==> src/rtl/gtg_pkg.sv <==
`timescale 1ns / 1ps

package gtg_pkg;

    // Field widths
    localparam int COORD_W = 16;   // Q8.8 positions and targets
    localparam int DIFF_W  = 17;   // target minus position
    localparam int HEAD_W  = 15;   // Q3.12 heading
    localparam int GAIN_W  = 16;   // Q4.12 gain
    localparam int SPEED_W = 15;   // Q7.8 speed
    localparam int TURN_W  = 13;   // Q1.12 turn rate

    // Internal widths
    localparam int SQ_W    = 34;   // squared distance and root accumulator
    localparam int DIST_W  = 17;   // integer square root of the squared distance
    localparam int XY_W    = 44;   // CORDIC vector components
    localparam int ANG_W   = 20;   // CORDIC angle, Q.16 radians
    localparam int ERR_W   = 22;   // heading error before wrapping
    localparam int AERR_W  = 21;   // magnitude of the wrapped error
    localparam int PROD_W  = 33;   // gain times distance
    localparam int XY_SHIFT = 24;  // vector scaling before rotation

    localparam int CORDIC_STAGES_DEF = 16;
    localparam int ATAN_LEN   = 24;
    localparam int SQRT_STEPS = 17;

    // Angles in Q.16 radians
    localparam int ANG_PI      = 205887;
    localparam int ANG_TWO_PI  = 411775;
    localparam int ANG_HALF_PI = 102944;
    localparam int TURN_THRESH = 13108;
    localparam int TURN_ROUND  = 16;
    localparam int TURN_SHIFT  = 5;
    localparam int TURN_MAX    = 6434;
    localparam int ARRIVE_SQ   = 164;
    localparam int GAIN_SHIFT  = 12;

    // Register reset values
    localparam logic signed [COORD_W-1:0] TARGET_X_RST = 16'sd768;
    localparam logic signed [COORD_W-1:0] TARGET_Y_RST = 16'sd1024;
    localparam logic [GAIN_W-1:0]         GAIN_RST     = 16'd4096;
    localparam logic [SPEED_W-1:0]        LIMIT_RST    = 15'd768;

    localparam int CFG_IDX_W  = 2;
    localparam int CFG_DATA_W = 16;

    typedef enum logic [CFG_IDX_W-1:0] {
        REG_TARGET_X    = 2'd0,
        REG_TARGET_Y    = 2'd1,
        REG_SPEED_GAIN  = 2'd2,
        REG_SPEED_LIMIT = 2'd3
    } cfg_reg_t;

    // Data handed from one cell of the chain to the next
    typedef struct packed {
        logic                     arrive_n;  // high while the target is still away
        logic signed [HEAD_W-1:0] hd;
        logic signed [XY_W-1:0]   x;
        logic signed [XY_W-1:0]   y;
        logic signed [ANG_W-1:0]  z;
        logic [SQ_W-1:0]          n;         // remainder of the square root
        logic [SQ_W-1:0]          r;         // partial root
    } gtg_cell_t;

    // round(atan(2^-i) * 65536)
    function automatic int atan_q16(input int idx);
        int v;
        case (idx)
            0:  v = 51472;
            1:  v = 30386;
            2:  v = 16055;
            3:  v = 8150;
            4:  v = 4091;
            5:  v = 2047;
            6:  v = 1024;
            7:  v = 512;
            8:  v = 256;
            9:  v = 128;
            10: v = 64;
            11: v = 32;
            12: v = 16;
            13: v = 8;
            14: v = 4;
            15: v = 2;
            16: v = 1;
            default: v = 0;
        endcase
        return v;
    endfunction

endpackage

==> src/rtl/gtg_front.sv <==
`timescale 1ns / 1ps

module gtg_front
    import gtg_pkg::*;
(
    input  logic                      aclk,
    input  logic                      aresetn,
    input  logic                      en,
    input  logic                      in_valid,
    input  logic signed [COORD_W-1:0] pos_x,
    input  logic signed [COORD_W-1:0] pos_y,
    input  logic signed [HEAD_W-1:0]  heading,
    input  logic signed [COORD_W-1:0] target_x,
    input  logic signed [COORD_W-1:0] target_y,
    output logic                      out_valid,
    output gtg_cell_t                 out_data
);

    localparam logic signed [ANG_W-1:0] HALF_PI_A = ANG_W'(ANG_HALF_PI);
    localparam logic [SQ_W-1:0]         ARRIVE_A  = SQ_W'(ARRIVE_SQ);

    // Stage A: offsets to the target
    logic                     va_reg;
    logic signed [DIFF_W-1:0] dx_reg, dy_reg;
    logic signed [HEAD_W-1:0] hda_reg;

    // Stage B: squares and the quadrant pre-rotation
    logic                     vb_reg;
    logic [SQ_W-1:0]          dxsq_reg, dysq_reg;
    logic signed [XY_W-1:0]   xb_reg, yb_reg;
    logic signed [ANG_W-1:0]  zb_reg;
    logic signed [HEAD_W-1:0] hdb_reg;

    logic                     vc_reg;
    gtg_cell_t                c_reg;

    logic signed [SQ_W-1:0]   dxsq_full, dysq_full;
    logic signed [XY_W-1:0]   x0, y0, xb_next, yb_next;
    logic signed [ANG_W-1:0]  zb_next;
    logic [SQ_W-1:0]          sq_sum;

    assign dxsq_full = SQ_W'(dx_reg) * SQ_W'(dx_reg);
    assign dysq_full = SQ_W'(dy_reg) * SQ_W'(dy_reg);
    assign x0 = XY_W'(dx_reg) <<< XY_SHIFT;
    assign y0 = XY_W'(dy_reg) <<< XY_SHIFT;
    assign sq_sum = dxsq_reg + dysq_reg;

    always_comb begin
        xb_next = x0;
        yb_next = y0;
        zb_next = '0;
        if (dx_reg[DIFF_W-1]) begin
            if (!dy_reg[DIFF_W-1]) begin
                xb_next = y0;
                yb_next = -x0;
                zb_next = HALF_PI_A;
            end else begin
                xb_next = -y0;
                yb_next = x0;
                zb_next = -HALF_PI_A;
            end
        end
    end

    always_ff @(posedge aclk) begin
        if (!aresetn) begin
            va_reg <= 1'b0;
            vb_reg <= 1'b0;
            vc_reg <= 1'b0;
        end else if (en) begin
            va_reg <= in_valid;
            vb_reg <= va_reg;
            vc_reg <= vb_reg;
        end
    end

    always_ff @(posedge aclk) begin
        if (en) begin
            dx_reg   <= DIFF_W'(target_x) - DIFF_W'(pos_x);
            dy_reg   <= DIFF_W'(target_y) - DIFF_W'(pos_y);
            hda_reg  <= heading;
            dxsq_reg <= $unsigned(dxsq_full);
            dysq_reg <= $unsigned(dysq_full);
            xb_reg   <= xb_next;
            yb_reg   <= yb_next;
            zb_reg   <= zb_next;
            hdb_reg  <= hda_reg;
            c_reg.arrive_n <= (sq_sum >= ARRIVE_A);
            c_reg.hd <= hdb_reg;
            c_reg.x  <= xb_reg;
            c_reg.y  <= yb_reg;
            c_reg.z  <= zb_reg;
            c_reg.n  <= sq_sum;
            c_reg.r  <= '0;
        end
    end

    assign out_valid = vc_reg;
    assign out_data  = c_reg;

endmodule

==> config.mk <==
export PLATFORM = sky130hd
export DESIGN_NAME = gtg_front
export DESIGN_NICKNAME = d
export VERILOG_FILES = /design/src/rtl/gtg_pkg.sv /design/src/rtl/gtg_front.sv
export SDC_FILE = /design/constraint.sdc
export NUM_CORES = 2
export LEC_CHECK = 0
export BUFFER_PORTS_ARGS = -buffer_cell sky130_fd_sc_hd__buf_2
export CORE_MARGIN = 8
export CORE_UTILIZATION = 54
export CTS_BUF_LIST = sky130_fd_sc_hd__clkbuf_8
export DETAILED_ROUTE_END_ITERATION = 16
export PLACE_DENSITY = 0.73
export SLEW_MARGIN = 0
export SYNTH_ARGS = -nofsm -noshare
export SYNTH_HDL_FRONTEND = slang
export SYNTH_SLANG_ARGS = --single-unit
==> constraint.sdc <==
create_clock -name aclk -period 18.23 [get_ports aclk]
set_input_delay 1.823 -clock aclk [delete_from_list [all_inputs] [get_ports aclk]]
set_output_delay 1.823 -clock aclk [all_outputs]
set_load 0.1 [all_outputs]
==> impl_metrics.toml <==
[critical_path]
worst-endpoint-arrival_ns = 7.98
crit_top_cell = "fa_1"
worstPathCellList = "clkinv_1 > nor2_1 > fa_1 > inv_1 > fa_1 > fa_1 > inv_1 > fa_1 > fa_1 > inv_1 > fa_1 > inv_1 > ha_1 > and3_1 > and3_1 > o211ai_1 > a21boi_0 > a221oi_1 > o21ai_0 > a41oi_1 > a21oi_1 > a211oi_1 > xnor2_1"
crit_fanout = 15
cp.required_ns = 18.59
reg2reg_depth = 23
startpoint_type = "flip-flop"
r2r-start = "dy_reg[11]"
timing.rr.end = "dysq_reg[32]"
slowest_stage = "edfxtp_1"
cp_top_family = "adder cells"
worstSetupPathDepth = 23
critPathMaxStageDelay_ns = 0.80
critPathKind = "flip-flop to flip-flop"
r2r_slack_ns = 10.61
worst-path-buf-inv = 5
worstSetupEndpointType = "flip-flop"

[drt]
drtIter0Drc = 1587
via_per_inst = 5.17
met3_length_mm = 6.19
highest_layer = "met4"
wl_met1_mm = 32.1
wl_per_cell_um = 17.7
routed-wl-met2_mm = 33.3
drc = 0
ant_nets = 0
wl_mm = 74.3
vias = 21800
dr.pass1.iters = 5

[worst_hold_path]
whs_endpoint = "out_data[122]"
worstHoldPathCells = 0
worstHoldPathType = "flip-flop to flip-flop"
min-delay-start = "yb_reg[34]"

[sta]
rsz0062_at_grt = "false"
finalSetupTns_ns = 0
finalSetupViolCount = 0
period_share = 0.418
clock_skew_ns = 0.0324
holdWs_ns = 0.412
max_freq_ghz = 0.131
drv_slew = 0
finalHoldViolCount = 0
period_minus_slack_ns = 7.62
worst_slew_pin_slew_ns = 1.05
relSlewSlack = 0.301

[synth]
synth.cell_area_um2 = 33100
ys_top_cells_by_area = "fa_1, edfxtp_1, ha_1"
synth_top_area_cell = "fa_1"
ys_seq_area_frac = 0.243
ys_ff_latch = 269
synth_top_cell_area_share = 0.323
yosysUniqueCellTypes = 82
synthFlopType = "edfxtp_1"
yosys-top-cells-count = "inv_1, fa_1, edfxtp_1, ha_1, nand2_1"
syn_area_per_cell_um2 = 10.3
synth_edf_count = 266
synthCells = 3232
yosysMostFrequentCell = "inv_1"
ys.warnings.count = 0
synthArstFlopShare = 0

[final_layout]
largest_reg_flops = 93
finish.utilization = 0.578
syn2layout_area_growth_pct = 6.74
layout-drive-gt1-share = 0.0900
num-nets-final = 4258

[global_route]
grt_overflow = 0
grt_usage = 0.218
grt_start_max_net_pins = 116
grt_first_pass_wirelength_mm = 121
grt_antenna_before_repair = 3
grt_pass1_vias = 23100

[clock_network]
clock-root-buffer = "clkbuf_8"
cts.sinks = 269
clkSlewWorstSetupHoldPaths_ns = 0.06
cts_resized = 0
tritoncts = "done"
cts_hold_buf = 0
clk_latency_ns = 0.63
htreeDepth = 2
cts_setup_buffers = 0
numCtsBuffers = 47
cts_max_path_buffers = 3

[floorplan]
core_um2 = 61100
ioPinCount = 276
dieWidth_um = 264
die_h_um = 264
rows = 91
design.die.area_um2 = 69500
initial_utilization = 0.542

[placed_design]
port_buffers = 188
dp_hpwl_mm = 59.5
gp_congestion = 0.903

[status]
status = "complete, no violations"

[flow_run]
cap_violations = 0
-- cells in the final DEF (no fill, tap or decap), types with 10 or more instances in the layout --
cell      instances
a21o_1           41
clkinv_1         19
a21boi_0         14
and2_1           91
ha_1            255
o21ai_0          68
conb_1           90
o21bai_1         12
a21oi_1          96
nand2_1         203
nand2b_1         21
inv_1           785
xnor2_1         116
xor2_1           36
nor2_1          167
a31oi_1          10
fa_1            535
nand3_1          30
clkbuf_8         48
and3_1           15
or3_1            13
o211ai_1         10
nor2b_1          44
or2_2            12
a31o_2           12
nor3_1           38
buf_4            14
a211oi_1         13
buf_2           187
edfxtp_1        266
o21a_1           18
-- stage by stage --
| step | cell area (µm²) | instances | setup slack (ns) |
|---|---|---|---|
| floorplan | 33500 | 3321 | 11.30 |
| global placement | 34400 | 4126 | 10.69 |
| detailed placement | 34400 | 4126 | 10.64 |
| CTS | 35400 | 4211 | 10.64 |
| global route | 35400 | 4212 | 10.11 |
| finish | 35400 | 4212 | 10.61 |
-- worst register-to-register path: cells and delay by family, from the launching register on --
family / cells / cell delay, ns
fa+ha+maj: 7 / 3.26
compound gates: 7 / 1.71
flops: 1 / 0.80
buf+inv: 5 / 0.74
simple gates: 3 / 0.74
xor+xnor: 1 / 0.09
-- worst max-delay path by stage --
stage / startpoint / slack, ns / to
after global placement: dy_reg[11] / 10.69 / dysq_reg[32]
after detailed placement: dy_reg[11] / 10.64 / dysq_reg[32]
final: dy_reg[11] / 10.61 / dysq_reg[32]
after global routing: dy_reg[11] / 10.11 / dysq_reg[32]
after CTS: dy_reg[11] / 10.64 / dysq_reg[32]
after floorplan: dy_reg[16] / 11.30 / dysq_reg[32]
-- cell families after synthesis --
family          share of synthesized area
compound gates                     0.0746
xor+xnor                           0.0407
fa+ha+maj                           0.420
buf+inv                             0.121
flops                               0.243
mux                               0.00374
other cells                      0.000113
simple gates                       0.0969
-- area by class of cell --
class / count / area, µm²
tap: 790 / 988
inverter: 786 / 2950
timing repair buffer: 202 / 1060
clock inverter: 37 / 265
sequential: 269 / 8050
multi-input combinational: 2079 / 21400
clock buffer: 48 / 661
antenna: 1 / 2.50
fill: 5082 / 25800
-- per-layer routing --
layer / GRT usage / vias to the layer above
li1: - / 10200
met1: 0.299 / 10600
met2: 0.341 / 829
met3: 0.0488 / 140
met4: 0.0785 / 0
met5: 0 / -
Power is left out: the tool's default activity adds up to more than one toggle a clock period on the data nets, which glitch-free logic cannot reach.
