==> src/rtl/gtg_pkg.sv <==
`timescale 1ns / 1ps

package gtg_pkg;

    // Field widths
    localparam int COORD_W = 16;   // Q8.8 positions and targets
    localparam int DIFF_W  = 17;   // target minus position
    localparam int HEAD_W  = 15;   // Q3.12 heading
    localparam int GAIN_W  = 16;   // Q4.12 gain
    localparam int SPEED_W = 15;   // Q7.8 speed
    localparam int TURN_W  = 13;   // Q1.12 turn rate

    // Internal widths
    localparam int SQ_W    = 34;   // squared distance and root accumulator
    localparam int DIST_W  = 17;   // integer square root of the squared distance
    localparam int XY_W    = 44;   // CORDIC vector components
    localparam int ANG_W   = 20;   // CORDIC angle, Q.16 radians
    localparam int ERR_W   = 22;   // heading error before wrapping
    localparam int AERR_W  = 21;   // magnitude of the wrapped error
    localparam int PROD_W  = 33;   // gain times distance
    localparam int XY_SHIFT = 24;  // vector scaling before rotation

    localparam int CORDIC_STAGES_DEF = 16;
    localparam int ATAN_LEN   = 24;
    localparam int SQRT_STEPS = 17;

    // Angles in Q.16 radians
    localparam int ANG_PI      = 205887;
    localparam int ANG_TWO_PI  = 411775;
    localparam int ANG_HALF_PI = 102944;
    localparam int TURN_THRESH = 13108;
    localparam int TURN_ROUND  = 16;
    localparam int TURN_SHIFT  = 5;
    localparam int TURN_MAX    = 6434;
    localparam int ARRIVE_SQ   = 164;
    localparam int GAIN_SHIFT  = 12;

    // Register reset values
    localparam logic signed [COORD_W-1:0] TARGET_X_RST = 16'sd768;
    localparam logic signed [COORD_W-1:0] TARGET_Y_RST = 16'sd1024;
    localparam logic [GAIN_W-1:0]         GAIN_RST     = 16'd4096;
    localparam logic [SPEED_W-1:0]        LIMIT_RST    = 15'd768;

    localparam int CFG_IDX_W  = 2;
    localparam int CFG_DATA_W = 16;

    typedef enum logic [CFG_IDX_W-1:0] {
        REG_TARGET_X    = 2'd0,
        REG_TARGET_Y    = 2'd1,
        REG_SPEED_GAIN  = 2'd2,
        REG_SPEED_LIMIT = 2'd3
    } cfg_reg_t;

    // Data handed from one cell of the chain to the next
    typedef struct packed {
        logic                     arrive_n;  // high while the target is still away
        logic signed [HEAD_W-1:0] hd;
        logic signed [XY_W-1:0]   x;
        logic signed [XY_W-1:0]   y;
        logic signed [ANG_W-1:0]  z;
        logic [SQ_W-1:0]          n;         // remainder of the square root
        logic [SQ_W-1:0]          r;         // partial root
    } gtg_cell_t;

    // round(atan(2^-i) * 65536)
    function automatic int atan_q16(input int idx);
        int v;
        case (idx)
            0:  v = 51472;
            1:  v = 30386;
            2:  v = 16055;
            3:  v = 8150;
            4:  v = 4091;
            5:  v = 2047;
            6:  v = 1024;
            7:  v = 512;
            8:  v = 256;
            9:  v = 128;
            10: v = 64;
            11: v = 32;
            12: v = 16;
            13: v = 8;
            14: v = 4;
            15: v = 2;
            16: v = 1;
            default: v = 0;
        endcase
        return v;
    endfunction

endpackage

==> src/rtl/gtg_back.sv <==
`timescale 1ns / 1ps

module gtg_back
    import gtg_pkg::*;
(
    input  logic                      aclk,
    input  logic                      aresetn,
    input  logic                      en,
    input  logic                      in_valid,
    input  logic                      in_arrive_n,
    input  logic signed [HEAD_W-1:0]  in_hd,
    input  logic signed [ANG_W-1:0]   in_z,
    input  logic [DIST_W-1:0]         in_dist,
    input  logic [GAIN_W-1:0]         speed_gain,
    input  logic [SPEED_W-1:0]        speed_limit,
    output logic                      res_valid,
    output logic [SPEED_W-1:0]        res_speed,
    output logic [TURN_W-1:0]         res_turn
);

    localparam logic signed [ERR_W-1:0] PI_E     = ERR_W'(ANG_PI);
    localparam logic signed [ERR_W-1:0] TWO_PI_E = ERR_W'(ANG_TWO_PI);
    localparam logic [AERR_W-1:0]       THRESH_E = AERR_W'(TURN_THRESH);
    localparam logic [AERR_W:0]         ROUND_E  = (AERR_W + 1)'(TURN_ROUND);
    localparam int                      TQ_W     = AERR_W + 1 - TURN_SHIFT;
    localparam logic [TQ_W-1:0]         TMAX_E   = TQ_W'(TURN_MAX);
    localparam int                      SF_W     = PROD_W - GAIN_SHIFT;

    // Stage 1: raw error and the speed product
    logic                    v1_reg, arr1_reg;
    logic signed [ERR_W-1:0] err_reg;
    logic [PROD_W-1:0]       prod_reg;

    // Stage 2: wrapped error magnitude and the clamped speed
    logic                    v2_reg, arr2_reg;
    logic [AERR_W-1:0]       aerr_reg;
    logic [SPEED_W-1:0]      speed_reg;

    logic signed [ERR_W-1:0] err_next, err_wrap, err_abs;
    logic [SF_W-1:0]         speed_full;
    logic [SPEED_W-1:0]      speed_next;
    logic [AERR_W:0]         turn_sum;
    logic [TQ_W-1:0]         turn_q;
    logic [TURN_W-1:0]       turn_sat;

    assign err_next = ERR_W'(in_z) - (ERR_W'(in_hd) <<< 4);

    always_comb begin
        if (err_reg > PI_E) begin
            err_wrap = err_reg - TWO_PI_E;
        end else if (err_reg < -PI_E) begin
            err_wrap = err_reg + TWO_PI_E;
        end else begin
            err_wrap = err_reg;
        end
        err_abs = err_wrap[ERR_W-1] ? -err_wrap : err_wrap;
    end

    assign speed_full = prod_reg[PROD_W-1:GAIN_SHIFT];
    assign speed_next = (speed_full > SF_W'(speed_limit)) ? speed_limit
                                                          : speed_full[SPEED_W-1:0];

    always_ff @(posedge aclk) begin
        if (!aresetn) begin
            v1_reg <= 1'b0;
            v2_reg <= 1'b0;
        end else if (en) begin
            v1_reg <= in_valid;
            v2_reg <= v1_reg;
        end
    end

    always_ff @(posedge aclk) begin
        if (en) begin
            arr1_reg  <= in_arrive_n;
            err_reg   <= err_next;
            prod_reg  <= PROD_W'(speed_gain) * PROD_W'(in_dist);
            arr2_reg  <= arr1_reg;
            aerr_reg  <= AERR_W'($unsigned(err_abs));
            speed_reg <= speed_next;
        end
    end

    // Half the error magnitude, rounded, saturated at a quarter turn.
    assign turn_sum = {1'b0, aerr_reg} + ROUND_E;
    assign turn_q   = turn_sum[AERR_W:TURN_SHIFT];
    assign turn_sat = (turn_q > TMAX_E) ? TMAX_E[TURN_W-1:0] : turn_q[TURN_W-1:0];

    always_comb begin
        res_speed = '0;
        res_turn  = '0;
        if (arr2_reg) begin
            if (aerr_reg >= THRESH_E) begin
                res_turn = turn_sat;
            end else begin
                res_speed = speed_reg;
            end
        end
    end

    assign res_valid = v2_reg;

endmodule

==> config.mk <==
export PLATFORM = sky130hd
export DESIGN_NAME = gtg_back
export DESIGN_NICKNAME = d
export VERILOG_FILES = /design/src/rtl/gtg_pkg.sv /design/src/rtl/gtg_back.sv
export SDC_FILE = /design/constraint.sdc
export NUM_CORES = 1
export LEC_CHECK = 0
export BUFFER_PORTS_ARGS = -buffer_cell sky130_fd_sc_hd__clkbuf_2
export CORE_MARGIN = 2
export CORE_UTILIZATION = 45
export DETAILED_ROUTE_END_ITERATION = 7
export GPL_TIMING_DRIVEN = 0
export PLACE_DENSITY = 0.68
export REMOVE_ABC_BUFFERS = 1
export SYNTH_ARGS = -nofsm -noshare
export SYNTH_HDL_FRONTEND = slang
export SYNTH_SLANG_ARGS = --single-unit
==> constraint.sdc <==
create_clock -name aclk -period 10.8 [get_ports aclk]
set_clock_uncertainty 0.2 [all_clocks]
set_input_delay 0.54 -clock aclk [delete_from_list [all_inputs] [get_ports aclk]]
set_output_delay 0.54 -clock aclk [all_outputs]
set_load 0.005 [all_outputs]
==> results.toml, run 1 <==
[logic_synthesis]
ys.flop_type = "edfxtp_1"
synth_edf_count = 80
ys_seq_area_share_pct = 16.5
synth_seq_cells = 82
syn_inst = 1678
post_synth.cell_area_avg_sq_um = 8.83
ys_types = 69
synth-warning-count = 0
synth_area_sq_mm = 0.0148
ys_async_sr_fraction_pct = 0
synth_area_leaders = "fa_1 (28%), edfxtp_1 (16%), ha_1 (12%), inv_1 (7.8%), and2_1 (5.6%)"
yosysTopAreaCell = "fa_1"
synth_top_area_share_pct = 28.1

[placement]
gp_congestion = 0.852
io_buffers = 116
hpwl_um = 26300

[setup_path]
crit_path_frequent_cell = "fa_1"
worstPathCellList = "clkbuf_2, and2_1, fa_1, inv_1, fa_1, fa_1, inv_1, fa_1, fa_1, inv_1, fa_1, inv_1, ha_1, a21oi_1, o21a_1, o21ai_0, o21ai_0, a21oi_1, o21ai_0, a21boi_0, a311o_1"
critPathMaxFanout = 17
crit_buf_inv = 5
worstPathArrival_ns = 6.94
cp.required_ns = 10.67
crit_family = "adder cells"
critPathMaxStageDelay_ns = 0.55
cp.depth = 21
r2r_cells = 11
cp-start-kind = "primary input"
crit_path_top_delay_cell = "fa_1"
worstSetupPathType = "primary input to flop"
cp-end-kind = "flop"

[cells_and_area]
n_fill_cell = 3084
fin_nets = 2170
drive_above_1_share_pct = 9.18
syn_to_final_growth_pct = 8.25
diodes = 0

[route]
via_count = 11500
post-route-drc-count = 0
via_per_inst = 5.28
wirelength_um = 33200
ant_nets = 0
wl_per_cell_um = 15.2
firstDrtPassIters = 5
drt_iter0_drc = 597

[worst_hold_path]
hold_class = "primary input to flop"
worst_hold_path.num_cells = 1

[global_routing]
overflow = 0
grt_pass1_wl_um = 55200
grt_usage_pct = 19.9
grt_max_degree = 50
grt_pass1_vias = 11700
antenna_found_initial = 0

[timing]
setup_viol = 0
tns_ns = 0
clock.fmax_ghz = 0.141
slew-limit-headroom_pct = 33.8
fin_crit_sh_pct = 65.5
layout_min_cycle_time_ns = 7.07
tightest_slew_ns = 0.987
rsz0062_at_grt = "false"
finalHoldViolations = 0
drv_slew = 0

[power_and_ir_drop]
clockPowerShare_pct = 6.6
max-vdd-ir-drop_v = 0.000288
finalPower_w = 0.00457
power_frac_seq_pct = 15.7
p_sw_w = 0.00229
swShare_pct = 50.1
p_leak_nw = 7.64
p_per_area_mw_per_mm2 = 285
intPower_w = 0.00228
pwr-share-comb_pct = 77.7

[clock_tree]
clk_path_buf_depth = 2
path_clk_slew_ns = 0.06
cts_resized = 0
cts_htree_levels = 3
cts_tree = "built"
cts_hold_buffers = 0
clockRootBuffer = "clkbuf_16"
insertion_delay_ns = 0.34
numCtsBuffers = 9
post_cts_buffers = 0
cts_sinks = 82

[floorplan]
row_count = 66
die_y_um = 185
die_w_um = 185
ioPinCount = 117
start_util_pct = 45.7
core-area_sq_mm = 0.0325
dieArea_sq_mm = 0.0344

[flow_run]
drv_cap = 0

[outcome]
status = "finished, final reports clean"
placed cells by master (no fill, tap or decap), types with 5 or more instances in the layout:
cell / instances
a21o_1: 11
a21oi_1: 58
a31oi_1: 11
a32oi_1: 5
and2_1: 132
and3_1: 22
clkbuf_16: 9
clkbuf_2: 115
edfxtp_1: 80
fa_1: 208
ha_1: 137
inv_1: 307
nand2_1: 192
nand2b_1: 7
nand3_1: 52
nand4_1: 15
nor2_1: 73
nor2b_1: 11
nor3_1: 25
nor4_1: 8
o211ai_1: 6
o21a_1: 16
o21ai_0: 30
o22ai_1: 17
or3_1: 9
or3b_2: 14
xnor2_1: 55
xor2_1: 24
synth_stat cells (all sizes together) (22+ instances only):
cell,count
fa,208
edfxtp,80
and3,22
a21oi,59
and2,132
xor2,24
o21ai,33
nand3,52
ha,137
inv,307
nand2,192
xnor2,55
nor2,74
nor3,26
clkbuf,63
logic make-up (layout without fill, tap and decap cells):
logic type / Yosys count / in the layout / share of synthesized area (%)
AOI/OAI and AO/OA: 212 / 212 / 9.44
xor gates and xnor gates: 79 / 79 / 4.67
adders and majority gates: 345 / 345 / 39.7
buffers and inverters: 379 / 443 / 9.72
DFF: 82 / 82 / 16.5
muxes: 4 / 4 / 0.270
and+or+nand+nor: 577 / 577 / 19.8
metal layers:
| metal | routed length (um) | global-route usage, % |
|---|---|---|
| met1 | 15000 | 26.3 |
| met2 | 16300 | 35.0 |
| met3 | 1500 | 2.43 |
| met4 | 386 | 4.13 |
| met5 | 0 | 0 |
worst paths after layout:
kind | from | to | slack, ns
min reg2reg | arr1_reg | arr2_reg | 0.22
max reg2reg | err_reg[4] | aerr_reg[18] | 6.34
max | speed_gain[6] | prod_reg[24] | 3.73
min | in_z[0] | err_reg[0] | 0.17
cell type report:
cell class | count | area [sq um] | area share (%)
clock buffer | 9 | 225 | 1.40
clock inverter | 7 | 70.1 | 0.437
sequential | 82 | 2440 | 15.2
timing repair buffer | 120 | 644 | 4.02
inverter | 307 | 1150 | 7.18
tap | 442 | 553 | 3.45
multi-input combinational | 1217 | 11000 | 68.3
power groups by stage:
stage	combinational, W	sequential, W	clock, W
detailed placement	0.00354	0.000723	0
floorplan	0.00261	0.000693	0
global placement	0.00343	0.000721	0
CTS	0.00358	0.000716	0.000307
global route	0.00404	0.000730	0.000322
finish	0.00355	0.000719	0.000301
metrics by stage:
step                setup WS [ns]  cell area (sq um)  std cells  utilization (%)  hold WS (ns)
floorplan                    4.62              14500       1606                -         0.200
CTS                          3.71              16000       2184             49.4         0.162
finish                       3.73              16000       2184             49.4         0.172
detailed placement           3.36              15700       2168             48.5         0.214
global placement             3.44              15700       2164             48.3         0.204
global route                 3.32              16000       2184             49.4         0.161
Note: power is estimated with default switching activity, not from simulation.
==> inputs of run 2 (changes only) <==
Settings changed: ABC_AREA set to 1, PLACE_DENSITY 0.68 to 0.7.
Clock period 10.8 ns to 6.14 ns, I/O delays scaled along.
==> run 2 against run 1 <==
  * Critical path depth is 3 lower
  * Via count up 13%
  * Clock power rose by 95%
  * Critical endpoint is now prod_reg[26]
==> results.toml, run 2 <==
[power_and_ir_drop]
p_per_area_mw_per_mm2 = 549
max-vdd-ir-drop_v = 0.000715
p_leak_nw = 9.54

[route]
topRoutingLayerUsed = "met4"
firstDrtPassIters = 5
dr_wl_met3_um = 1900
ant_nets = 0
wirelength_um = 36100
post-route-drc-count = 0
wl_per_cell_um = 13.8
drt-met1-wl_um = 16200
via_count = 13000
drt_iter0_drc = 716
met2_length_um = 17400
via_per_inst = 4.95

[placement]
gp_congestion = 0.883
pre_cts_slack_ns = -0.134
io_buffers = 116
hpwl_um = 30200
dp.cells = 2600
placed_area_sq_mm = 0.0165

[timing]
worst_slack_ns = 0.266
whs_ns = 0.123
rsz0062_at_grt = "false"
setup_viol = 0
finalHoldViolations = 0
tightest_slew_ns = 0.932
drv_slew = 0
slew-limit-headroom_pct = 37.8
fin_crit_sh_pct = 95.7
layout_min_cycle_time_ns = 5.87
clock.fmax_ghz = 0.170

[global_routing]
grt_pass1_vias = 13100
grt_pass1_wl_um = 61100
overflow = 0
grt_max_degree = 72
antenna_found_initial = 0
grt_usage_pct = 20.7

[worst_hold_path]
hold_class = "primary input to flop"
worst_hold_path.num_cells = 3

[logic_synthesis]
synth_area_sq_mm = 0.0157
ys_types = 52
post_synth.cell_area_avg_sq_um = 7.42
synth_commonest_cells = "nand2_1 (569), inv_1 (527), fa_1 (208)"
yosysTopAreaCell = "fa_1"
yosysMostFrequentCell = "nand2_1"
synth-xor-area-share_pct = 3.91
synth_edf_count = 80
synth_top_family_by_area = "adder cells"
syn_inst = 2112
ys.flop_type = "edfxtp_1"
yosys.area_share.simple_pct = 21.8
synth_seq_cells = 82
ys_async_sr_fraction_pct = 0
ys_seq_area_share_pct = 15.6
synth_area_leaders = "fa_1 (27%), edfxtp_1 (15%), nand2_1 (14%), inv_1 (13%), ha_1 (11%)"
synth_fa_ha_area_share_pct = 37.5
synth_compound_gate_area_share_pct = 6.12
synth-warning-count = 0
synth.area.mux_share_pct = 0
synth_top_area_share_pct = 26.6

[cells_and_area]
layout_commonest_cell = "nand2_1"
mostFrequentLayoutCells = "nand2_1 (569), inv_1 (527), fa_1 (208)"
design_area_sq_mm = 0.0169
fin_util_pct = 49.2
drive_above_1_share_pct = 8.07
fin_nets = 2597
fin_cells = 2624
n_fill_cell = 3354
syn_to_final_growth_pct = 8.00
diodes = 0

[floorplan]
row_count = 68
ioPinCount = 117
start_util_pct = 45.6
dieArea_sq_mm = 0.0363
die_y_um = 191
die_w_um = 191
core-area_sq_mm = 0.0344

[clock_tree]
numCtsBuffers = 9
cts_htree_levels = 3
insertion_delay_ns = 0.35
path_clk_slew_ns = 0.06
post_cts_buffers = 0
clk_path_buf_depth = 2
clockRootBuffer = "clkbuf_16"
cts_sinks = 82
cts_tree = "built"

[setup_path]
cp-end-kind = "flop"
critPathMaxFanout = 16
cp-start-kind = "primary input"
worstSetupPathType = "primary input to flop"
worstPathArrival_ns = 5.80
r2r_cells = 14
cp.required_ns = 6.06

[flow_run]
drv_cap = 0

[outcome]
status = "finished, final reports clean"
run 2: cell count changes in the layout (fill, tap and decap cells not counted), sizes merged, moves of 31 or more:
cell,before,now
o21ai,33,64
inv,307,539
xnor2,55,22
and2,132,2
nand2,192,579
nor2,74,133
run 2: kinds of logic (layout without fill, tap and decap cells):
logic type,after synthesis,count (layout)
simple gates,829,829
fa+ha+maj,345,345
xor+xnor,69,69
compound gates,167,167
buf+inv,620,677
flops,82,82
run 2: stage by stage:
step                      setup TNS, ns  power [W]
after floorplan                       0    0.00663
after global placement           -0.224    0.00850
after detailed placement         -0.376    0.00862
after CTS                             0    0.00926
after global routing                  0     0.0103
final                                 0    0.00928
run 2: timing repair:
item                       CTS  global route
setup endpoints to repair    0             3
hold endpoints to repair     7             0
hold buffers                 8             0
gates resized for setup      0             6
run 2: worst max-delay path, cell delays in order:
cell,delay [ns]
buf_2,0.38
nand2_1,0.15
fa_1,0.55
inv_1,0.05
fa_1,0.47
fa_1,0.52
fa_1,0.52
fa_1,0.55
inv_1,0.06
fa_1,0.53
inv_1,0.05
ha_1,0.38
nand2_1,0.15
nor4_2,0.35
nand3_1,0.12
nand3_1,0.21
a21oi_1,0.11
xnor2_1,0.33
run 2: worst paths after layout:
kind	startpoint	to	slack, ns
setup / recovery	in_dist[8]	prod_reg[26]	0.27
hold / removal	speed_limit[11]	speed_reg[11]	0.12
setup reg to reg	err_reg[20]	aerr_reg[18]	2.85
hold reg to reg	arr1_reg	arr2_reg	0.25
run 2: final cells by class:
cell class                      count  area (sq um)  area share (%)
Sequential cell                    82          2440            14.4
Tap cell                          455           569            3.36
Timing Repair Buffer              125           693            4.10
Inverter                          536          2010            11.9
Clock buffer                        9           225            1.33
Multi-Input combinational cell   1410         10900            64.3
Clock inverter                      7           105           0.621
run 2: where the power goes:
group          leakage (nW)  switching [W]  internal [W]  total (W)
logic                  8.59        0.00479       0.00268    0.00747
clock network         0.159       0.000225      0.000363   0.000588
registers             0.800       0.000121       0.00111    0.00123
total                  9.54        0.00514       0.00414    0.00928
run 2: metal layers:
metal | vias to the layer above | global-route usage (%)
met5 | - | 0
met4 | 0 | 5.04
met3 | 50 | 1.82
met2 | 360 | 35.8
met1 | 6179 | 28.0
li1 | 6402 | -
