==> src/rtl/gtg_pkg.sv <==
`timescale 1ns / 1ps

package gtg_pkg;

    // Field widths
    localparam int COORD_W = 16;   // Q8.8 positions and targets
    localparam int DIFF_W  = 17;   // target minus position
    localparam int HEAD_W  = 15;   // Q3.12 heading
    localparam int GAIN_W  = 16;   // Q4.12 gain
    localparam int SPEED_W = 15;   // Q7.8 speed
    localparam int TURN_W  = 13;   // Q1.12 turn rate

    // Internal widths
    localparam int SQ_W    = 34;   // squared distance and root accumulator
    localparam int DIST_W  = 17;   // integer square root of the squared distance
    localparam int XY_W    = 44;   // CORDIC vector components
    localparam int ANG_W   = 20;   // CORDIC angle, Q.16 radians
    localparam int ERR_W   = 22;   // heading error before wrapping
    localparam int AERR_W  = 21;   // magnitude of the wrapped error
    localparam int PROD_W  = 33;   // gain times distance
    localparam int XY_SHIFT = 24;  // vector scaling before rotation

    localparam int CORDIC_STAGES_DEF = 16;
    localparam int ATAN_LEN   = 24;
    localparam int SQRT_STEPS = 17;

    // Angles in Q.16 radians
    localparam int ANG_PI      = 205887;
    localparam int ANG_TWO_PI  = 411775;
    localparam int ANG_HALF_PI = 102944;
    localparam int TURN_THRESH = 13108;
    localparam int TURN_ROUND  = 16;
    localparam int TURN_SHIFT  = 5;
    localparam int TURN_MAX    = 6434;
    localparam int ARRIVE_SQ   = 164;
    localparam int GAIN_SHIFT  = 12;

    // Register reset values
    localparam logic signed [COORD_W-1:0] TARGET_X_RST = 16'sd768;
    localparam logic signed [COORD_W-1:0] TARGET_Y_RST = 16'sd1024;
    localparam logic [GAIN_W-1:0]         GAIN_RST     = 16'd4096;
    localparam logic [SPEED_W-1:0]        LIMIT_RST    = 15'd768;

    localparam int CFG_IDX_W  = 2;
    localparam int CFG_DATA_W = 16;

    typedef enum logic [CFG_IDX_W-1:0] {
        REG_TARGET_X    = 2'd0,
        REG_TARGET_Y    = 2'd1,
        REG_SPEED_GAIN  = 2'd2,
        REG_SPEED_LIMIT = 2'd3
    } cfg_reg_t;

    // Data handed from one cell of the chain to the next
    typedef struct packed {
        logic                     arrive_n;  // high while the target is still away
        logic signed [HEAD_W-1:0] hd;
        logic signed [XY_W-1:0]   x;
        logic signed [XY_W-1:0]   y;
        logic signed [ANG_W-1:0]  z;
        logic [SQ_W-1:0]          n;         // remainder of the square root
        logic [SQ_W-1:0]          r;         // partial root
    } gtg_cell_t;

    // round(atan(2^-i) * 65536)
    function automatic int atan_q16(input int idx);
        int v;
        case (idx)
            0:  v = 51472;
            1:  v = 30386;
            2:  v = 16055;
            3:  v = 8150;
            4:  v = 4091;
            5:  v = 2047;
            6:  v = 1024;
            7:  v = 512;
            8:  v = 256;
            9:  v = 128;
            10: v = 64;
            11: v = 32;
            12: v = 16;
            13: v = 8;
            14: v = 4;
            15: v = 2;
            16: v = 1;
            default: v = 0;
        endcase
        return v;
    endfunction

endpackage

==> src/rtl/gtg_cell.sv <==
`timescale 1ns / 1ps

module gtg_cell
    import gtg_pkg::*;
#(
    parameter int IDX    = 0,
    parameter bit ROT_EN = 1'b1
) (
    input  logic      aclk,
    input  logic      aresetn,
    input  logic      en,
    input  logic      in_valid,
    input  gtg_cell_t in_data,
    output logic      out_valid,
    output gtg_cell_t out_data
);

    // Each cell does a CORDIC rotation if ROT_EN, a root digit if SQRT_EN.
    localparam bit SQRT_EN  = (IDX < SQRT_STEPS);
    localparam int SQ_SHIFT = SQRT_EN ? 2 * (SQRT_STEPS - 1 - IDX) : 0;
    localparam logic [SQ_W-1:0] SQ_BIT = SQ_W'(1) << SQ_SHIFT;
    localparam logic signed [ANG_W-1:0] ATAN_STEP = ANG_W'(atan_q16(IDX));

    logic                   valid_reg;
    gtg_cell_t              data_reg;
    gtg_cell_t              data_next;
    logic signed [XY_W-1:0] xin, yin, xs, ys;
    logic [SQ_W:0]          trial;

    assign xin   = in_data.x;
    assign yin   = in_data.y;
    assign xs    = xin >>> IDX;
    assign ys    = yin >>> IDX;
    assign trial = {1'b0, in_data.r} + {1'b0, SQ_BIT};

    always_comb begin
        data_next = in_data;
        if (ROT_EN) begin
            if (!yin[XY_W-1]) begin
                data_next.x = xin + ys;
                data_next.y = yin - xs;
                data_next.z = in_data.z + ATAN_STEP;
            end else begin
                data_next.x = xin - ys;
                data_next.y = yin + xs;
                data_next.z = in_data.z - ATAN_STEP;
            end
        end
        if (SQRT_EN) begin
            if ({1'b0, in_data.n} >= trial) begin
                data_next.n = in_data.n - trial[SQ_W-1:0];
                data_next.r = (in_data.r >> 1) + SQ_BIT;
            end else begin
                data_next.r = in_data.r >> 1;
            end
        end
    end

    always_ff @(posedge aclk) begin
        if (!aresetn) begin
            valid_reg <= 1'b0;
        end else if (en) begin
            valid_reg <= in_valid;
        end
    end

    always_ff @(posedge aclk) begin
        if (en) begin
            data_reg <= data_next;
        end
    end

    assign out_valid = valid_reg;
    assign out_data  = data_reg;

endmodule

==> config.mk <==
export PLATFORM = sky130hd
export DESIGN_NAME = gtg_cell
export DESIGN_NICKNAME = d
export VERILOG_FILES = /design/src/rtl/gtg_pkg.sv /design/src/rtl/gtg_cell.sv
export SDC_FILE = /design/constraint.sdc
export NUM_CORES = 1
export LEC_CHECK = 0
export BUFFER_PORTS_ARGS = -buffer_cell sky130_fd_sc_hd__buf_2
export CAP_MARGIN = 5
export CORE_MARGIN = 1
export CORE_UTILIZATION = 24
export CTS_CLUSTER_DIAMETER = 100
export CTS_CLUSTER_SIZE = 24
export DETAILED_ROUTE_END_ITERATION = 12
export PLACE_DENSITY = 0.39
export SETUP_SLACK_MARGIN = 0.02
export SYNTH_ARGS = -nofsm -noshare
export SYNTH_HDL_FRONTEND = slang
export SYNTH_SLANG_ARGS = --single-unit
==> constraint.sdc <==
create_clock -name aclk -period 6.9 [get_ports aclk]
set_input_delay 1.38 -clock aclk [delete_from_list [all_inputs] [get_ports aclk]]
set_output_delay 1.38 -clock aclk [all_outputs]
set_load 0.1 [all_outputs]
==> flow_summary.yaml, run 1 <==
setup_path:
  critPathTopFamily: "compound AO/OA/AOI/OAI gates"
  cp_max_fo: 4
  worstPathArrival_ns: 5.26
  worstPathBufferInverterCount: 2
  slowest_stage: "a2111oi_0"
  reg2reg_to: "out_valid$_SDFFE_PN0P_"
  worst_ep_required_time_ns: 7.13
  end_kind: "flop"
  path_cells: "buf_2 -> inv_1 -> ha_1 -> nor2b_1 -> o311ai_1 -> a211oi_2 -> o21ai_1 -> a211oi_1 -> nor3_1 -> a2111oi_0 -> or3_1 -> a21oi_1 -> xnor2_1"
  critPathKind: "input pin to flop"
  max_stage_delay_ns: 0.96
  r2r-start: "out_valid$_SDFFE_PN0P_"
  cp-start-kind: "input pin"
  worst_r2r_path_depth: 2
  r2r_slack_ns: 6.32
clocking:
  cts_num_sinks: 192
  cts_buffers: 17
  cts_hold_buffers: 0
  clock_latency_ns: 0.50
  h-tree-depth: 4
  cts_buffer_depth: 2
  cts_resized: 0
  cts_setup_buffers: 0
  root_buffer: "clkbuf_16"
  clk_pin_slew_worst_paths_ns: 0.08
  cts_tree: "done"
route:
  drc_errors: 0
  first_pass_iters: 6
  num_vias: 15010
  wl_per_cell_microns: 19.9
  drt-initial-drc-count: 869
  routed_wl_microns: 62100
  final_antenna_net_count: 0
  viasPerCell: 4.80
yosys:
  yosysWarnings: 0
  synth_edf_count: 191
  synthArstFlopShare_pct: 0
  synth.area.top_cells: "edfxtp_1, ha_1, a21oi_1"
  synth.most_common_cell: "a21oi_1"
  synth_ff_type: "edfxtp_1"
  synth_top_area_share_pct: 34.3
  synth_top_cell_by_area: "edfxtp_1"
  ys_seq_area_share_pct: 34.4
  netlist_area_sq_um: 16700
  postSynthCellCount: 1846
  synth_common_cells: "a21oi_1, ha_1, edfxtp_1"
  syn_nets: 2241
  ys_ff_latch: 192
  ys_types: 78
  syn_avg_cell_area_sq_um: 9.06
power:
  p_sw_mw: 2.62
  cellLeakagePower_nw: 8.87
  combPwrFrac_pct: 48.9
  p_int_mw: 2.61
  switching_share_pct: 50.1
  seqPwrFrac_pct: 29.6
  clockPowerShare_pct: 21.5
  power_density_nw_per_um2: 259
  vdd_drop_max_v: 0.000158
die:
  num_rows: 96
  ios: 389
  dieArea_sq_um: 70700
  die_h_microns: 266
  initial_core_util_pct: 24.3
  core_area_sq_um: 68700
  die_w_microns: 266
sta:
  fin_crit_ns: 5.02
  finalSetupTns_ns: 0
  worst_pin_slew_ns: 1.15
  max_slew_margin_pct: 23.1
  fin_skew_ns: 0
  setup_violations: 0
  finalCritPeriodShare_pct: 72.8
  grt_setup_unrepaired: "no"
  report.final.slew_viol_count: 0
  max_freq_mhz: 199
  hold_violations: 0
global_routing:
  grt_max_degree: 111
  grt_overflow_total: 0
  grt_pass1_wl_microns: 92600
  grt_antenna_before_repair: 8
  grt_pass1_vias: 15080
  groute.usage.overall_pct: 17.3
finish:
  fin_cells: 3127
  syn2layout_area_growth_pct: 20.8
  n_fill_cell: 7457
  drive_gt1_share_pct: 21.8
  finalNetCount: 2577
status:
  status: "finished clean"
hold_path:
  worstHoldPathType: "flop to flop"
  holdPathStages: 2
  min_to: "out_valid$_SDFFE_PN0P_"
  holdCritStartpoint: "out_valid$_SDFFE_PN0P_"
placed_design:
  dpl.hpwl_microns: 49600
  gp_congestion: 0.854
  io_buffers: 388
  place_inst: 3094
run:
  drv_cap: 0
-- cells by family after synthesis --
kind of cell    synth area share, %
compound gates                 22.3
xor+xnor                       6.55
fa+ha+maj                      15.1
buf+inv                        6.09
flops                          34.4
mux                            3.12
simple gates                   12.4
-- registers in the layout, summed over array words and instances (netlist names) --
name	count
out_valid	1
out_data	191
-- layout by cell type (no fill, tap or decap), types with 13 or more instances in the layout --
cell / instances
nor2_1: 143
nand2b_1: 21
xor2_1: 26
mux2_2: 24
nand3_1: 36
ha_1: 194
o211ai_1: 17
or3_1: 13
nor2b_1: 24
nand4_1: 23
nor3_1: 40
inv_1: 176
a21oi_1: 213
a21o_1: 54
a211oi_1: 24
clkbuf_16: 17
a31oi_1: 13
o21bai_1: 42
buf_2: 386
o21ai_0: 110
mux2i_1: 24
o21a_1: 18
nand2_1: 88
o31ai_1: 14
xnor2_1: 99
edfxtp_1: 191
-- layout make-up --
class | count | area [sq um] | area share [%]
timing repair buffer | 394 | 2010 | 9.96
clock inverter | 14 | 188 | 0.930
sequential | 192 | 5760 | 28.5
antenna | 1 | 2.50 | 0.0124
tap | 931 | 1160 | 5.77
multi-input combinational | 1395 | 9960 | 49.3
clock buffer | 18 | 429 | 2.13
inverter | 182 | 683 | 3.38
-- how the worst max path moves through the flow --
stage	startpoint	slack, ns	end	depth (start not counted)
after global routing	in_data[89]	1.82	out_data[129]$_DFFE_PP_	13
final	in_data[89]	1.88	out_data[127]$_DFFE_PP_	13
after CTS	in_data[96]	2.19	out_data[127]$_DFFE_PP_	13
after global placement	in_data[96]	1.67	out_data[127]$_DFFE_PP_	13
after floorplan	in_data[88]	2.77	out_data[162]$_DFFE_PP_	13
after detailed placement	in_data[96]	1.66	out_data[129]$_DFFE_PP_	13
-- power by group through the flow --
stage | Sequential, mW | Clock (mW) | Combinational (mW)
4_1_cts | 1.55 | 1.18 | 2.58
5_1_grt | 1.56 | 1.21 | 2.71
6_report | 1.55 | 1.12 | 2.56
2_1_floorplan | 2.74 | 0 | 0.815
3_5_place_dp | 1.58 | 0 | 2.57
3_3_place_gp | 1.58 | 0 | 2.57
-- worst register-to-register path, stage by stage (launching register included) --
cell and delay [ns]:
dfxtp_1 0.31, mux2i_1 0.11, nor2b_1 0.06
-- routing by layer --
metal	up-vias	part of all wire, %	wire length [microns]	GRT usage [%]
met2	443	48	29900	29.7
met1	7197	44	27500	21.7
met3	59	5.9	3640	4.00
met5	-	0.080	50	0
met4	8	1.7	1030	4.46
li1	7303	-	-	-
-- per-stage QoR --
stage          setup slack [ns]  util, %  hold slack [ns]  area [sq um]  total power, mW
2_1_floorplan              2.77        -            0.981         16700             3.55
3_3_place_gp               1.67     28.5            0.492         19600             4.15
3_5_place_dp               1.66     28.5            0.502         19600             4.14
4_1_cts                    2.19     29.4            0.521         20200             5.31
5_1_grt                    1.82     29.4            0.562         20200             5.48
6_report                   1.88     29.4            0.519         20200             5.23
(Power assumes the default switching activity.)
==> run 2, diff against run 1 <==
--- a/config.mk
+++ b/config.mk
@@ -5,6 +5,7 @@
 export SDC_FILE = /design/constraint.sdc
 export NUM_CORES = 1
 export LEC_CHECK = 0
+export ABC_AREA = 1
 export BUFFER_PORTS_ARGS = -buffer_cell sky130_fd_sc_hd__buf_2
 export CAP_MARGIN = 5
 export CORE_MARGIN = 1
@@ -12,7 +13,7 @@
 export CTS_CLUSTER_DIAMETER = 100
 export CTS_CLUSTER_SIZE = 24
 export DETAILED_ROUTE_END_ITERATION = 12
-export PLACE_DENSITY = 0.39
+export PLACE_DENSITY = 0.4
 export SETUP_SLACK_MARGIN = 0.02
 export SYNTH_ARGS = -nofsm -noshare
 export SYNTH_HDL_FRONTEND = slang
==> constraint.sdc (replaced) <==
create_clock -name aclk -period 4.5 [get_ports aclk]
set_input_delay 0.9 -clock aclk [delete_from_list [all_inputs] [get_ports aclk]]
set_output_delay 0.9 -clock aclk [all_outputs]
set_load 0.1 [all_outputs]
==> run 2 against run 1 <==
  * Clock power grew 46%
  * Wire length grew 46%
  * Hold slack gained 0.043 ns
  * Die area grew 21%
  * Count of clock-buffer cells in the layout shrank 1
  * First-iteration DRC count grew 59%
==> flow_summary.yaml, run 2 <==
yosys:
  synth.area.top_cells: "edfxtp_1, nand2_1, ha_1"
  synth_common_cells: "nand2_1, inv_1, nor2_1"
  ys_ff_latch: 192
  synthArstFlopShare_pct: 0
  synth_top_cell_by_area: "edfxtp_1"
  netlist_area_sq_um: 20300
  yosysWarnings: 0
  synth_edf_count: 191
  ys_seq_area_share_pct: 28.4
  ys_types: 46
  syn_avg_cell_area_sq_um: 6.50
  syn_nets: 3515
  synth_ff_type: "edfxtp_1"
  postSynthCellCount: 3120
  synth_top_area_share_pct: 28.3
  synth.most_common_cell: "nand2_1"
finish:
  layout_commonest_cell: "nand2_1"
  fin_util_pct: 28.6
  final_cell_mix: "nand2_1, inv_1, buf_2"
  multi_input_area_sq_um: 12100
  largest_reg_flops: 191
  drive_gt1_share_pct: 14.1
  finalNetCount: 3872
  seqCellArea_sq_um: 5760
  syn2layout_area_growth_pct: 18.0
  n_fill_cell: 9563
die:
  num_rows: 106
  core_area_sq_um: 83700
  die_h_microns: 293
  dieArea_sq_um: 85700
  ios: 389
  initial_core_util_pct: 24.2
  die_w_microns: 293
route:
  m1WireLength_microns: 39500
  drt-initial-drc-count: 1383
  wl_met2_microns: 44000
  viasPerCell: 4.53
  first_pass_iters: 5
  wl_per_cell_microns: 19.6
  routed.top_layer: "met5"
  route.met3.wl_microns: 4000
  final_antenna_net_count: 0
  drc_errors: 0
  num_vias: 20939
  routed_wl_microns: 90600
power:
  switching_share_pct: 53.2
  clockPowerShare_pct: 20.1
  p_sw_mw: 4.34
  power_density_nw_per_um2: 341
  seqPwrFrac_pct: 28.6
  p_int_mw: 3.82
  combPwrFrac_pct: 51.3
  cellLeakagePower_nw: 12.5
  vdd_drop_max_v: 0.000327
sta:
  hold_violations: 0
  fin_crit_ns: 3.73
  worst_pin_slew_ns: 0.917
  max_slew_margin_pct: 38.4
  fin_skew_ns: 0
  setup_violations: 0
  max_freq_mhz: 268
  grt_setup_unrepaired: "no"
  report.final.slew_viol_count: 0
  finalSetupTns_ns: 0
  fin_ws_ns: 0.768
  finalCritPeriodShare_pct: 82.9
  holdWs_ns: 0.562
global_routing:
  grt_max_degree: 72
  grt_antenna_before_repair: 3
  grt_pass1_vias: 20670
  grt_overflow_total: 0
  grt_pass1_wl_microns: 131000
  groute.usage.overall_pct: 20.8
clocking:
  cts_num_sinks: 192
  cts_resized: 0
  cts_buffer_depth: 2
  cts_buffers: 17
  clk_pin_slew_worst_paths_ns: 0.10
  cts_setup_buffers: 0
  root_buffer: "clkbuf_16"
  cts_tree: "done"
  h-tree-depth: 4
  clock_latency_ns: 0.51
  cts_hold_buffers: 0
placed_design:
  io_buffers: 388
  dpl.hpwl_microns: 76700
  dp_slack_ns: 0.296
  gp_congestion: 0.982
setup_path:
  cp-start-kind: "input pin"
  critPathKind: "input pin to flop"
  worstPathArrival_ns: 4.01
  worst_ep_required_time_ns: 4.78
  cp_max_fo: 5
  end_kind: "flop"
run:
  drv_cap: 0
hold_path:
  worstHoldPathType: "input pin to flop"
status:
  status: "finished clean"
[run 2: cell count changes in the layout (fill, tap and decap cells not counted), moves of 28 or more]
| cell | before | now |
|---|---|---|
| a21o_1 | 54 | 4 |
| inv_1 | 176 | 514 |
| nand2_1 | 88 | 1062 |
| nand3_1 | 36 | 254 |
| nor2_1 | 143 | 296 |
| nor3_1 | 40 | 12 |
| xnor2_1 | 99 | 9 |
[run 2: area by class of cell]
cell class,count,area share [%]
timing repair buffer,405,8.80
clock buffer,17,1.78
multi-input combinational,2343,50.6
sequential,192,24.0
inverter,518,8.14
antenna,3,0.0314
tap,1134,5.93
clock inverter,14,0.638
[run 2: final timing paths]
path,startpoint,cells past startpoint,slack [ns],endpoint
min,in_data[187],1,0.56,out_data[187]$_DFFE_PP_
max reg2reg,out_valid$_SDFFE_PN0P_,2,3.85,out_valid$_SDFFE_PN0P_
max,in_data[88],14,0.77,out_data[120]$_DFFE_PP_
min reg2reg,out_valid$_SDFFE_PN0P_,2,0.56,out_valid$_SDFFE_PN0P_
[run 2: power groups by stage]
stage	registers (mW)	logic (mW)	clock network, mW
final	2.33	4.19	1.64
after global routing	2.36	4.47	1.76
after CTS	2.34	4.20	1.72
after detailed placement	2.38	4.19	0
after global placement	2.38	4.21	0
after floorplan	3.99	1.48	0
[run 2: per-layer routing]
metal / vias up / global-route usage, %
li1: 10599 / -
met1: 9622 / 25.6
met2: 609 / 36.8
met3: 105 / 2.70
met4: 4 / 7.90
met5: - / 0
[run 2: critical path: stages]
cell,delay [ns]
buf_2,0.10
inv_1,0.04
ha_1,0.29
fa_1,0.58
o21ai_1,0.79
nand2_1,0.15
nand2_1,0.31
nand2_1,0.12
nand2_1,0.23
nand2_1,0.13
nand2_1,0.09
nand2_1,0.05
nand3_1,0.08
nand2_1,0.11
[run 2: cells by family after synthesis]
kind of cell | share of synthesized area, %
compound gates | 10.1
xor+xnor | 2.59
fa+ha+maj | 12.5
buf+inv | 11.9
flops | 28.4
mux | 0.0493
simple gates | 34.6
[run 2: through the flow]
stage / std cells / total power, mW / area [sq um]
finish: 4626 / 8.16 / 23900
global route: 4623 / 8.60 / 23900
CTS: 4623 / 8.27 / 23900
detailed placement: 4592 / 6.57 / 23300
global placement: 4592 / 6.59 / 23300
floorplan: 3120 / 5.47 / 20300
